## src/hdl/b64d_pkg.sv

```systemverilog
// shared types and constants for the base64 stream decoder
package b64d_pkg;

   localparam logic [7:0] CHAR_UPPER_A = 8'h41;
   localparam logic [7:0] CHAR_UPPER_Z = 8'h5A;
   localparam logic [7:0] CHAR_LOWER_A = 8'h61;
   localparam logic [7:0] CHAR_LOWER_Z = 8'h7A;
   localparam logic [7:0] CHAR_DIGIT_0 = 8'h30;
   localparam logic [7:0] CHAR_DIGIT_9 = 8'h39;
   localparam logic [7:0] CHAR_PLUS    = 8'h2B;
   localparam logic [7:0] CHAR_SLASH   = 8'h2F;
   localparam logic [7:0] CHAR_PAD     = 8'h3D;

   localparam logic [5:0] SEXTET_LOWER_BASE = 6'd26;
   localparam logic [5:0] SEXTET_DIGIT_BASE = 6'd52;
   localparam logic [5:0] SEXTET_PLUS       = 6'd62;
   localparam logic [5:0] SEXTET_SLASH      = 6'd63;

   localparam int unsigned ACC_WIDTH   = 24;
   localparam int unsigned COUNT_WIDTH = 5;
   localparam logic [COUNT_WIDTH-1:0] MAX_BITS = 5'd24;

   typedef enum logic [1:0] {
      CLS_DATA = 2'b00,
      CLS_PAD  = 2'b01,
      CLS_BAD  = 2'b10
   } char_class_type;

   // one closed group, queued between front and back
   typedef struct packed {
      logic [ACC_WIDTH-1:0]   acc;
      logic [COUNT_WIDTH-1:0] bit_count;
      logic                   last;
      logic                   bad;
   } group_type;

endpackage

```

## src/hdl/base64_stream_decoder_top.sv

```systemverilog
// top level of the base64 stream decoder: front, group queue and back
// path: with an idle back end, a run's accepted closing request writes the queue, then its
// group loads the output register as the run's first result; the queue absorbs bursts of
// closed groups; throughput: one request a cycle while the queue has room, one result a cycle
// while rsp_ready is high; a run gives one result per byte, or one empty result if it has none
// reset: synchronous, active high; clears the open group, the queue and the output valid flag
module base64_stream_decoder_top
   import b64d_pkg::*;
#(
   parameter int unsigned QUEUE_DEPTH = 4
)
(
   input  logic       clock,
   input  logic       reset,
   // request channel: one character per request
   input  logic       req_valid,
   output logic       req_ready,
   input  logic [7:0] req_in_char,
   input  logic       req_in_last,
   // result channel: one byte slot per result
   output logic       rsp_valid,
   input  logic       rsp_ready,
   output logic [7:0] rsp_data_byte,
   output logic       rsp_byte_valid,
   output logic       rsp_run_last,
   output logic       rsp_stream_end,
   output logic       rsp_bad_char
);

   // closed groups travel from front to back as one record
   group_type push_data;
   group_type head;
   logic      push;
   logic      pop;
   logic      q_full;
   logic      q_empty;

   // front: classify, pack sextets, close a group on its fourth data or pad char or on last
   b64d_front u_front (
      .clock       (clock),
      .reset       (reset),
      .req_valid   (req_valid),
      .req_ready   (req_ready),
      .req_in_char (req_in_char),
      .req_in_last (req_in_last),
      .q_full      (q_full),
      .push        (push),
      .push_data   (push_data)
   );

   // queue decouples character intake from byte output
   b64d_fifo #(
      .DEPTH (QUEUE_DEPTH)
   ) u_fifo (
      .clock     (clock),
      .reset     (reset),
      .push      (push),
      .push_data (push_data),
      .pop       (pop),
      .head      (head),
      .full      (q_full),
      .empty     (q_empty)
   );

   // back: emit whole bytes of the head group, most significant first
   b64d_back u_back (
      .clock          (clock),
      .reset          (reset),
      .head           (head),
      .q_empty        (q_empty),
      .pop            (pop),
      .rsp_valid      (rsp_valid),
      .rsp_ready      (rsp_ready),
      .rsp_data_byte  (rsp_data_byte),
      .rsp_byte_valid (rsp_byte_valid),
      .rsp_run_last   (rsp_run_last),
      .rsp_stream_end (rsp_stream_end),
      .rsp_bad_char   (rsp_bad_char)
   );

endmodule

```

## src/hdl/b64d_front.sv

```systemverilog
// front end: classifies characters and packs sextets into closed groups
module b64d_front
   import b64d_pkg::*;
(
   input  logic       clock,
   input  logic       reset,
   input  logic       req_valid,
   output logic       req_ready,
   input  logic [7:0] req_in_char,
   input  logic       req_in_last,
   input  logic       q_full,
   output logic       push,
   output group_type  push_data
);

   logic [ACC_WIDTH-1:0]   acc_ff, acc_in;
   logic [COUNT_WIDTH-1:0] bits_ff, bits_in;
   logic [1:0]             chars_ff, chars_in;
   logic                   bad_ff, bad_in;
   char_class_type         cls;
   logic [5:0]             sextet;
   logic [COUNT_WIDTH:0]   bits_sum;
   logic                   close;
   logic                   accept;

   always_comb begin
      cls    = CLS_DATA;
      sextet = '0;
      case (req_in_char) inside
         [CHAR_UPPER_A:CHAR_UPPER_Z]: sextet = 6'(req_in_char - CHAR_UPPER_A);
         [CHAR_LOWER_A:CHAR_LOWER_Z]: sextet = 6'(req_in_char - CHAR_LOWER_A) + SEXTET_LOWER_BASE;
         [CHAR_DIGIT_0:CHAR_DIGIT_9]: sextet = 6'(req_in_char - CHAR_DIGIT_0) + SEXTET_DIGIT_BASE;
         CHAR_PLUS:                   sextet = SEXTET_PLUS;
         CHAR_SLASH:                  sextet = SEXTET_SLASH;
         CHAR_PAD:                    cls = CLS_PAD;
         default:                     cls = CLS_BAD;
      endcase
   end

   always_comb begin
      acc_in   = acc_ff;
      bits_in  = bits_ff;
      chars_in = chars_ff;
      bad_in   = bad_ff;
      close    = 1'b0;
      bits_sum = {1'b0, bits_ff} + (COUNT_WIDTH+1)'(6);
      case (cls)
         CLS_DATA: begin
            acc_in  = {acc_ff[ACC_WIDTH-7:0], sextet};
            bits_in = (bits_sum > {1'b0, MAX_BITS}) ? MAX_BITS : bits_sum[COUNT_WIDTH-1:0];
         end
         CLS_PAD: begin
            acc_in  = acc_ff >> 2;
            bits_in = (bits_ff >= COUNT_WIDTH'(2)) ? bits_ff - COUNT_WIDTH'(2) : '0;
         end
         default: begin
            bad_in = 1'b1;
         end
      endcase
      if (cls != CLS_BAD) begin
         close    = (chars_ff == 2'd3);
         chars_in = chars_ff + 2'd1;
      end
      if (req_in_last) begin
         close = 1'b1;
      end
   end

   assign req_ready = !q_full;
   assign accept    = req_valid && req_ready;
   assign push      = accept && close;

   assign push_data.acc       = acc_in;
   assign push_data.bit_count = bits_in;
   assign push_data.last      = req_in_last;
   assign push_data.bad       = bad_in;

   always_ff @(posedge clock) begin
      if (reset) begin
         acc_ff   <= '0;
         bits_ff  <= '0;
         chars_ff <= '0;
         bad_ff   <= 1'b0;
      end else if (accept) begin
         if (close) begin
            acc_ff   <= '0;
            bits_ff  <= '0;
            chars_ff <= '0;
            bad_ff   <= 1'b0;
         end else begin
            acc_ff   <= acc_in;
            bits_ff  <= bits_in;
            chars_ff <= chars_in;
            bad_ff   <= bad_in;
         end
      end
   end

endmodule

```

## src/hdl/b64d_fifo.sv

```systemverilog
// small group queue between front and back
module b64d_fifo
   import b64d_pkg::*;
#(
   parameter int unsigned DEPTH = 4
)
(
   input  logic      clock,
   input  logic      reset,
   input  logic      push,
   input  group_type push_data,
   input  logic      pop,
   output group_type head,
   output logic      full,
   output logic      empty
);

   localparam int unsigned AW = (DEPTH > 1) ? $clog2(DEPTH) : 1;
   localparam int unsigned CW = $clog2(DEPTH + 1);

   group_type         mem [DEPTH];
   logic [AW-1:0]     wr_ptr_ff, rd_ptr_ff;
   logic [CW-1:0]     count_ff;
   logic              do_push, do_pop;

   assign full    = (count_ff == CW'(DEPTH));
   assign empty   = (count_ff == '0);
   assign do_push = push && !full;
   assign do_pop  = pop && !empty;
   assign head    = mem[rd_ptr_ff];

   always_ff @(posedge clock) begin
      if (do_push) begin
         mem[wr_ptr_ff] <= push_data;
      end
   end

   always_ff @(posedge clock) begin
      if (reset) begin
         wr_ptr_ff <= '0;
         rd_ptr_ff <= '0;
         count_ff  <= '0;
      end else begin
         if (do_push) begin
            wr_ptr_ff <= (wr_ptr_ff == AW'(DEPTH - 1)) ? '0 : wr_ptr_ff + AW'(1);
         end
         if (do_pop) begin
            rd_ptr_ff <= (rd_ptr_ff == AW'(DEPTH - 1)) ? '0 : rd_ptr_ff + AW'(1);
         end
         if (do_push && !do_pop) begin
            count_ff <= count_ff + CW'(1);
         end else if (do_pop && !do_push) begin
            count_ff <= count_ff - CW'(1);
         end
      end
   end

   a_no_overflow: assert property (@(posedge clock) disable iff (reset)
      !(push && full)) else $error("group pushed into full queue");

   a_count_bound: assert property (@(posedge clock) disable iff (reset)
      count_ff <= CW'(DEPTH)) else $error("queue count out of range");

endmodule

```

## src/hdl/b64d_back.sv

```systemverilog
// back end: splits a queued group into byte results through an output register
module b64d_back
   import b64d_pkg::*;
(
   input  logic       clock,
   input  logic       reset,
   input  group_type  head,
   input  logic       q_empty,
   output logic       pop,
   output logic       rsp_valid,
   input  logic       rsp_ready,
   output logic [7:0] rsp_data_byte,
   output logic       rsp_byte_valid,
   output logic       rsp_run_last,
   output logic       rsp_stream_end,
   output logic       rsp_bad_char
);

   logic                   valid_ff;
   logic [1:0]             idx_ff;
   logic [7:0]             data_ff;
   logic                   byte_valid_ff, run_last_ff, stream_end_ff, bad_ff;
   logic                   load;
   logic [1:0]             nbytes;
   logic                   is_end;
   logic [COUNT_WIDTH-1:0] offset, shift;
   logic [ACC_WIDTH-1:0]   shifted;

   assign load   = !q_empty && (!valid_ff || rsp_ready);
   assign nbytes = head.bit_count[COUNT_WIDTH-1:3];
   assign is_end = (nbytes == 2'd0) || (idx_ff == nbytes - 2'd1);
   assign pop    = load && is_end;

   // byte k sits at bit_count - 8*(k+1)
   assign offset  = COUNT_WIDTH'({idx_ff, 3'b000}) + COUNT_WIDTH'(8);
   assign shift   = head.bit_count - offset;
   assign shifted = head.acc >> shift;

   always_ff @(posedge clock) begin
      if (reset) begin
         valid_ff <= 1'b0;
         idx_ff   <= '0;
      end else begin
         if (load) begin
            valid_ff <= 1'b1;
            idx_ff   <= is_end ? 2'd0 : idx_ff + 2'd1;
         end else if (rsp_ready) begin
            valid_ff <= 1'b0;
         end
      end
   end

   always_ff @(posedge clock) begin
      if (load) begin
         byte_valid_ff <= (nbytes != 2'd0);
         data_ff       <= (nbytes != 2'd0) ? shifted[7:0] : 8'd0;
         run_last_ff   <= is_end;
         stream_end_ff <= head.last;
         bad_ff        <= head.bad;
      end
   end

   assign rsp_valid      = valid_ff;
   assign rsp_data_byte  = data_ff;
   assign rsp_byte_valid = byte_valid_ff;
   assign rsp_run_last   = run_last_ff;
   assign rsp_stream_end = stream_end_ff;
   assign rsp_bad_char   = bad_ff;

   a_empty_result: assert property (@(posedge clock) disable iff (reset)
      (valid_ff && !byte_valid_ff) |-> (data_ff == 8'd0 && run_last_ff))
      else $error("result without byte must be zero and close the run");

   a_run_has_group: assert property (@(posedge clock) disable iff (reset)
      (idx_ff != 2'd0) |-> !q_empty) else $error("run index open with empty queue");

endmodule
```

## config.mk

```make
export PLATFORM = sky130hd
export DESIGN_NAME = base64_stream_decoder_top
export DESIGN_NICKNAME = d
export VERILOG_FILES = /design/src/hdl/b64d_pkg.sv /design/src/hdl/base64_stream_decoder_top.sv /design/src/hdl/b64d_front.sv /design/src/hdl/b64d_fifo.sv /design/src/hdl/b64d_back.sv
export SDC_FILE = /design/constraint.sdc
export NUM_CORES = 1
export LEC_CHECK = 0
export ABC_AREA = 1
export BUFFER_PORTS_ARGS = -buffer_cell sky130_fd_sc_hd__buf_2
export CORE_AREA = 4 4 164 127
export DETAILED_ROUTE_END_ITERATION = 8
export DIE_AREA = 0 0 168 131
export PLACE_DENSITY = 0.68
export SLEW_MARGIN = 20
export SYNTH_ARGS = -nofsm -noshare
export SYNTH_HDL_FRONTEND = slang
export SYNTH_SLANG_ARGS = --single-unit
```

## constraint.sdc

```tcl
create_clock -name clock -period 3.3 [get_ports clock]
set_input_delay 0.33 -clock clock [delete_from_list [all_inputs] [get_ports clock]]
set_output_delay 0.33 -clock clock [all_outputs]
set_load 0.01 [all_outputs]
```

==> flow_metrics.tcl, run 1 <==
set metrics [dict create \
    outcome "completed" \
    post_cts_buffers 0 \
    grtUsageMet3_pct 4.06 \
    report.final.slew_viol_count 0 \
    synth_area_leader_cell "sky130_fd_sc_hd__edfxtp_1" \
    dieArea_um2 22000 \
    floorplan.core_area_um2 19100 \
    max_clock_freq_mhz 342 \
    cp-end-kind "flip-flop" \
    clk_root_buffer_cell "sky130_fd_sc_hd__clkbuf_16" \
    cts_hold_buf 0 \
    worst_hold_slack_ns 0.196 \
    antenna_found_initial 0 \
    slew_at_the_pin_closest_to_its_max_slew_limit_ns 0.683 \
    hold_path_class "in -> reg" \
    global_route_overflow 0 \
    track_usage_pct 20.3 \
    cellLeakagePower_nw 4.41 \
    cts-htree-levels 4 \
    endpoints_failing_setup 0 \
    synth_adder_area_share_pct 2.86 \
    muxShareOfSynthArea_pct 0 \
    grt_pass1_vias 6801 \
    die_w_um 168 \
    busiest_layer "met2" \
    finalNetCount 1187 \
    critPathMaxFanout 7 \
    insertedDiodeCount 0 \
    tritoncts "yes" \
    critPathArrivalTime_ns 3.25 \
    path_class "reg -> reg" \
    maxCapViolCount 0 \
    postRouteAntennaNets 0 \
    synth_xor_xnor_area_share_pct 1.21 \
    placement_rows 44 \
    synth.lib_cells_used.distinct 44 \
    drive_gt1_share_pct 10.3 \
    clkLatencyLatePin_ns 0.43 \
    synth_top_area_share_pct 43.2 \
    crit_buf_inv 3 \
    period_needed_ns 2.92 \
    synth_top_family_by_area "simple AND/OR/NAND/NOR gates" \
    die_height_um 131 \
    required_ns 3.62 \
    drt_wl_total_um 21700 \
    worst_clock_skew_ns 0.00923 \
    use_met2_pct 30.5 \
    yosys_warnings 0 \
    cts_made_buffers 17 \
    gp_congestion 0.905 \
    initial_cell_density_of_the_core_pct 49.4 \
    yosys.area_share.simple_pct 30.6 \
    grt_first_pass_wirelength_um 35100 \
    yosys_register_bits 180 \
    slowest_delay_ns 0.40 \
    post-layout-total-power_mw 8.85 \
    synth_sequential_area_ratio_pct 52.6 \
    start_kind "flip-flop" \
    cpMaxStageDelayCell "sky130_fd_sc_hd__fa_1" \
    drt_pass1_iterations 5 \
    crit_path_frequent_cell "sky130_fd_sc_hd__o21ai_0" \
    via_count 7427 \
    detailed_placer_s_ending_hpwl_um 14700 \
    use_met1_pct 30.1 \
    grt_start_max_net_pins 59 \
    post_synth_inst_count 1138 \
    mappedNetlistArea_um2 9440 \
    share_of_the_synthesized_area_in_compound_gates_ao_oa_aoi_oai_pct 6.40 \
    avgRoutedWirePerCell_um 15.3 \
    grt_setup_unrepaired "no" \
    cts_num_sinks 180 \
    synth_nets 1172 \
    postCtsResizedCells 0 \
    final-hold-violation-count 0 \
    worst_path_dominant_cell_family "adder cells" \
    ratio_of_routed_vias_to_standard_cells 5.23 \
    syn_to_final_growth_pct 9.92 \
    clockBufferDepth 2 \
    final.period_utilization_pct 88.6 \
    crit_chain "inv_2, nand2_1, a32o_1, ha_1, inv_1, o21ai_0, o21ai_0, nand2_1, ha_1, inv_1, fa_1, o21ai_0, a21oi_1" \
    num-fill-cells 1717 \
    vdd_ir_drop_max_v 0.000610 \
    slew_headroom_pct 54.3 \
    detailedRoute.firstIterationViolations 720 \
    p_per_area_nw_per_um2 853 \
    synthTopCellsByArea "sky130_fd_sc_hd__edfxtp_1 43%, sky130_fd_sc_hd__nand2_1 16%, sky130_fd_sc_hd__dfxtp_1 9.3%" \
    clk_pin_slew_worst_paths_ns 0.07 \
    drc 0 \
    pin_count 27 \
    fin_tns_setup_ns 0 \
    synthesis.area_per_instance_um2 8.30 \
    port_buffers 26 \
]
per-stage QoR:
stage / instance area, um^2 / std cells / utilization [%] / setup slack [ns]
2_1_floorplan: 9440 / 1138 / - / -0.0249
3_5_place_dp: 9820 / 1387 / 51.4 / 0.343
4_1_cts: 10400 / 1419 / 54.3 / 0.382
6_report: 10400 / 1419 / 54.3 / 0.377
3_3_place_gp: 9820 / 1387 / 51.4 / 0.427
5_1_grt: 10400 / 1419 / 54.3 / 0.128
area by class of cell:
| cell class | instances | area (um^2) | share of cell area (%) |
|---|---|---|---|
| clock inverters | 12 | 91.3 | 0.880 |
| repair buffers | 47 | 313 | 3.01 |
| multi-input cells | 818 | 3890 | 37.5 |
| well taps | 253 | 317 | 3.05 |
| inverters | 89 | 335 | 3.23 |
| clock buffers | 20 | 468 | 4.51 |
| flip-flops and latches | 180 | 4970 | 47.8 |
synthesized netlist by cell type:
master and number:
sky130_fd_sc_hd__fa_1 1, sky130_fd_sc_hd__edfxtp_1 136, sky130_fd_sc_hd__nor2_1 93, sky130_fd_sc_hd__nand2_2 4, sky130_fd_sc_hd__xnor2_1 1, sky130_fd_sc_hd__nand3_4 2, sky130_fd_sc_hd__o211ai_1 8, sky130_fd_sc_hd__and3_1 1
sky130_fd_sc_hd__and2_0 1, sky130_fd_sc_hd__or2_2 2, sky130_fd_sc_hd__nor3b_1 1, sky130_fd_sc_hd__nand3b_1 2, sky130_fd_sc_hd__buf_6 4, sky130_fd_sc_hd__ha_1 20, sky130_fd_sc_hd__o21bai_1 2, sky130_fd_sc_hd__inv_1 80
sky130_fd_sc_hd__buf_4 5, sky130_fd_sc_hd__nand2_4 5, sky130_fd_sc_hd__nor2_2 11, sky130_fd_sc_hd__buf_2 23, sky130_fd_sc_hd__o21ai_1 8, sky130_fd_sc_hd__and2_1 1, sky130_fd_sc_hd__clkinv_2 1, sky130_fd_sc_hd__o22ai_1 3
sky130_fd_sc_hd__a21oi_1 46, sky130_fd_sc_hd__clkinv_1 2, sky130_fd_sc_hd__buf_1 4, sky130_fd_sc_hd__a32oi_2 1, sky130_fd_sc_hd__clkbuf_1 15, sky130_fd_sc_hd__xor2_1 12, sky130_fd_sc_hd__nor2_4 2, sky130_fd_sc_hd__nor2_8 1
sky130_fd_sc_hd__a31oi_1 1, sky130_fd_sc_hd__dfxtp_1 44, sky130_fd_sc_hd__o2111ai_1 2, sky130_fd_sc_hd__nand2_1 401, sky130_fd_sc_hd__a32o_1 1, sky130_fd_sc_hd__inv_2 6, sky130_fd_sc_hd__nand4_1 4, sky130_fd_sc_hd__o211a_1 1
sky130_fd_sc_hd__o21ai_0 36, sky130_fd_sc_hd__nand3_2 1, sky130_fd_sc_hd__nand3_1 142, sky130_fd_sc_hd__nor3_1 1
worst paths after layout:
| check | from | to | slack, ns | cells past startpoint |
|---|---|---|---|---|
| max | flip-flop | u_fifo.count_ff[1] | 0.38 | 13 |
| min | req_in_last | u_fifo.mem[3][1] | 0.20 | 1 |
| max reg2reg | flip-flop | u_fifo.count_ff[1] | 0.38 | 13 |
| min reg2reg | u_front.acc_ff[1] | u_front.acc_ff[1] | 0.47 | 2 |
report_power, final:
| part | total [mW] | internal (mW) | switching (mW) |
|---|---|---|---|
| logic | 4.03 | 1.25 | 2.78 |
| clock network | 1.92 | 1.04 | 0.879 |
| registers | 2.90 | 2.80 | 0.0934 |
layout by cell type, fill, tap and decap left out, types with 3 or more instances in the layout:
cell                        netlist  layout
sky130_fd_sc_hd__a21oi_1         46      46
sky130_fd_sc_hd__nand3_1        142     142
sky130_fd_sc_hd__o21ai_1          8       8
sky130_fd_sc_hd__buf_4            5      19
sky130_fd_sc_hd__nand2_1        401     401
sky130_fd_sc_hd__ha_1            20      20
sky130_fd_sc_hd__nand2_4          5       5
sky130_fd_sc_hd__clkbuf_16        0      18
sky130_fd_sc_hd__dfxtp_1         44      43
sky130_fd_sc_hd__nor2_2          11      15
sky130_fd_sc_hd__nor2_1          93      89
sky130_fd_sc_hd__clkinv_2         1       4
sky130_fd_sc_hd__o211ai_1         8       8
sky130_fd_sc_hd__edfxtp_1       136     136
sky130_fd_sc_hd__inv_2            6       6
sky130_fd_sc_hd__nand2_2          4       4
sky130_fd_sc_hd__buf_2           23      26
sky130_fd_sc_hd__inv_6            0       4
sky130_fd_sc_hd__o22ai_1          3       3
sky130_fd_sc_hd__o21ai_0         36      36
sky130_fd_sc_hd__inv_1           80      80
sky130_fd_sc_hd__xor2_1          12      12
sky130_fd_sc_hd__nand4_1          4       4
flip-flops by register name, indices dropped and copies added, names as in the netlist, 2 cells and up, named ones only:
name,cells
u_fifo.mem,124
u_front.acc_ff,24
u_back.rsp_data_byte,8
u_front.bits_ff,5
u_fifo.count_ff,3
u_back.idx_ff,2
u_fifo.rd_ptr_ff,2
u_fifo.wr_ptr_ff,2
u_front.chars_ff,2
kinds of logic (layout without fill, tap and decap cells):
| group | after synthesis | in the layout |
|---|---|---|
| flip-flops | 180 | 180 |
| AO/OA/AOI/OAI | 109 | 109 |
| XOR/XNOR | 13 | 13 |
| buffers and inverters | 140 | 168 |
| AND/OR/NAND/NOR | 675 | 675 |
| adder cells (fa/ha/maj) | 21 | 21 |
layer usage:
| metal | vias up | share of wire, % | routed length (um) |
|---|---|---|---|
| met5 | - | 0 | 0 |
| met4 | 0 | 1.4 | 310 |
| met3 | 27 | 4.9 | 1070 |
| met2 | 207 | 42 | 9080 |
| met1 | 3414 | 52 | 11200 |
| li1 | 3779 | - | - |
No activity file was read; power rests on OpenSTA's default activity.
==> inputs of run 2 (changes only) <==
CORE_AREA = 4 4 143 145   (was 4 4 164 127)
DIE_AREA = 0 0 147 149   (was 0 0 168 131)
==> run 2 against run 1 <==
- via count grew 0.50%
- global-route usage fell by 0.35 points
- register-to-register slack worse by 0.02 ns
- flip-flop and latch count is the same
- design area hardly changed
- clock-buffer cell count decreased by 1
- critical endpoint is now u_fifo.count_ff[2]
- combinational power barely moved
- sequential share of layout area barely moved
- non-clock buffer count decreased by 1
- cell count up 0.78%
- sequential power barely moved
- clock power shrank 4%
==> flow_metrics.tcl, run 2 (synthesized netlist as in run 1, its figures left out) <==
set metrics [dict create \
    slowest_delay_ns 0.44 \
    final.period_utilization_pct 89.0 \
    die_height_um 149 \
    p_per_area_nw_per_um2 844 \
    cpMaxStageDelayCell "sky130_fd_sc_hd__fa_1" \
    grt_first_pass_wirelength_um 34700 \
    worst_clock_skew_ns 0.00895 \
    hold_path_startpoint "req_in_last" \
    layout.cells.most_common "sky130_fd_sc_hd__nand2_1" \
    dp_worst_setup_slack_ns 0.241 \
    vdd_ir_drop_max_v 0.000467 \
    drc 0 \
    avgRoutedWirePerCell_um 14.7 \
    num-fill-cells 1765 \
    gp_congestion 0.928 \
    insertedDiodeCount 0 \
    final-hold-violation-count 0 \
    fin_area_um2 10400 \
    numPlacedInstances 1398 \
    dieArea_um2 21900 \
    grt_pass1_vias 6921 \
    maxCapViolCount 0 \
    largest_register_ffs 124 \
    met2RoutedLength_um 9920 \
    fin_ws_ns 0.362 \
    cellLeakagePower_nw 4.37 \
    path_class "reg -> reg" \
    cts_made_buffers 17 \
    ratio_of_routed_vias_to_standard_cells 5.22 \
    start_kind "flip-flop" \
    postRouteAntennaNets 0 \
    route.layer.met1.wl_um 9480 \
    antenna_found_initial 0 \
    clk_pin_slew_worst_paths_ns 0.07 \
    sequential_cell_area_um2 4970 \
    die_w_um 147 \
    endpoints_failing_setup 0 \
    detailedRoute.firstIterationViolations 497 \
    detailed_place.area_um2 9840 \
    track_usage_pct 19.9 \
    cts-htree-levels 4 \
    cp-end-kind "flip-flop" \
    finalNetCount 1186 \
    crit_path_frequent_cell "sky130_fd_sc_hd__nand2_1" \
    clk_root_buffer_cell "sky130_fd_sc_hd__clkbuf_16" \
    port_buffers 26 \
    met3_wirelength_um 1180 \
    cts_hold_buf 0 \
    postLayoutCoreUtil_pct 54.0 \
    initial_cell_density_of_the_core_pct 49.2 \
    hold_path_class "in -> reg" \
    via_count 7464 \
    crit_chain "inv_4, nand2_1, a32o_1, ha_1, inv_1, o21ai_0, o21ai_1, nand2_1, ha_1, inv_1, fa_1, nor2_1, nor2_1, nand2_1, o21ai_0, a21oi_1" \
    floorplan.core_area_um2 19200 \
    critPathMaxFanout 19 \
    pin_count 27 \
    outcome "completed" \
    tritoncts "yes" \
    report.final.slew_viol_count 0 \
    layout_common_cells "401 x sky130_fd_sc_hd__nand2_1, 142 x sky130_fd_sc_hd__nand3_1, 136 x sky130_fd_sc_hd__edfxtp_1" \
    period_needed_ns 2.94 \
    grt_setup_unrepaired "no" \
    routed.top_layer "met4" \
    max_clock_freq_mhz 340 \
    required_ns 3.66 \
    worst_hold_slack_ns 0.185 \
    multi_input_area_um2 3890 \
    post_layout_nonfiller_instances 1430 \
    drt_wl_total_um 21000 \
    global_route_overflow 0 \
    critPathArrivalTime_ns 3.30 \
    drt_pass1_iterations 5 \
    detailed_placer_s_ending_hpwl_um 14400 \
    clkLatencyLatePin_ns 0.43 \
    max_flop_register "u_fifo.mem" \
    grt_start_max_net_pins 53 \
    syn_to_final_growth_pct 9.91 \
    placement_rows 51 \
    cts_num_sinks 180 \
    slew_headroom_pct 48.6 \
    drive_gt1_share_pct 9.96 \
    clockBufferDepth 2 \
    slew_at_the_pin_closest_to_its_max_slew_limit_ns 0.768 \
]
## run 2: what timing repair did
action,in CTS,in global routing
setup endpoints to repair,0,2
setup buffers,0,0
resized for setup,0,3
## run 2: report_power, final
part / internal (mW) / switching (mW) / leakage, nW
registers: 2.80 / 0.106 / 1.62
clock network: 0.976 / 0.871 / 0.252
logic: 1.25 / 2.75 / 2.50
## run 2: final timing paths
check	to	slack, ns	depth (start not counted)
min reg2reg	u_front.acc_ff[2]	0.47	2
min	u_fifo.mem[3][1]	0.19	1
max	u_fifo.count_ff[2]	0.36	16
max reg2reg	u_fifo.count_ff[2]	0.36	16
## run 2: area by class of cell
class / instances / share of cell area (%)
timing repair buffer: 46 / 3.06
clock buffer: 19 / 4.17
inverter: 89 / 3.25
clock inverter: 13 / 0.988
multi-input combinational: 818 / 37.5
sequential: 180 / 47.8
tap: 265 / 3.19
## run 2: routing by layer
metal	GRT usage (%)	up-vias
met5	0	-
met4	5.92	0
met3	4.07	33
met2	32.3	208
met1	27.3	3445
li1	-	3778
## run 2: metrics by stage
stage / power, mW / TNS, ns
2_1_floorplan: 5.89 / -3.09
3_3_place_gp: 6.88 / 0
3_5_place_dp: 6.95 / 0
4_1_cts: 8.78 / 0
5_1_grt: 9.48 / 0
6_report: 8.76 / 0
## run 2: critical path: cells and delay by family, from the launching register on
family                     cells  cell delay [ns]
AOI/OAI and AO/OA              5             0.64
and+or+nand+nor                5             0.51
adders and majority gates      3             0.97
buffers and inverters          3             0.35
DFF                            1             0.40
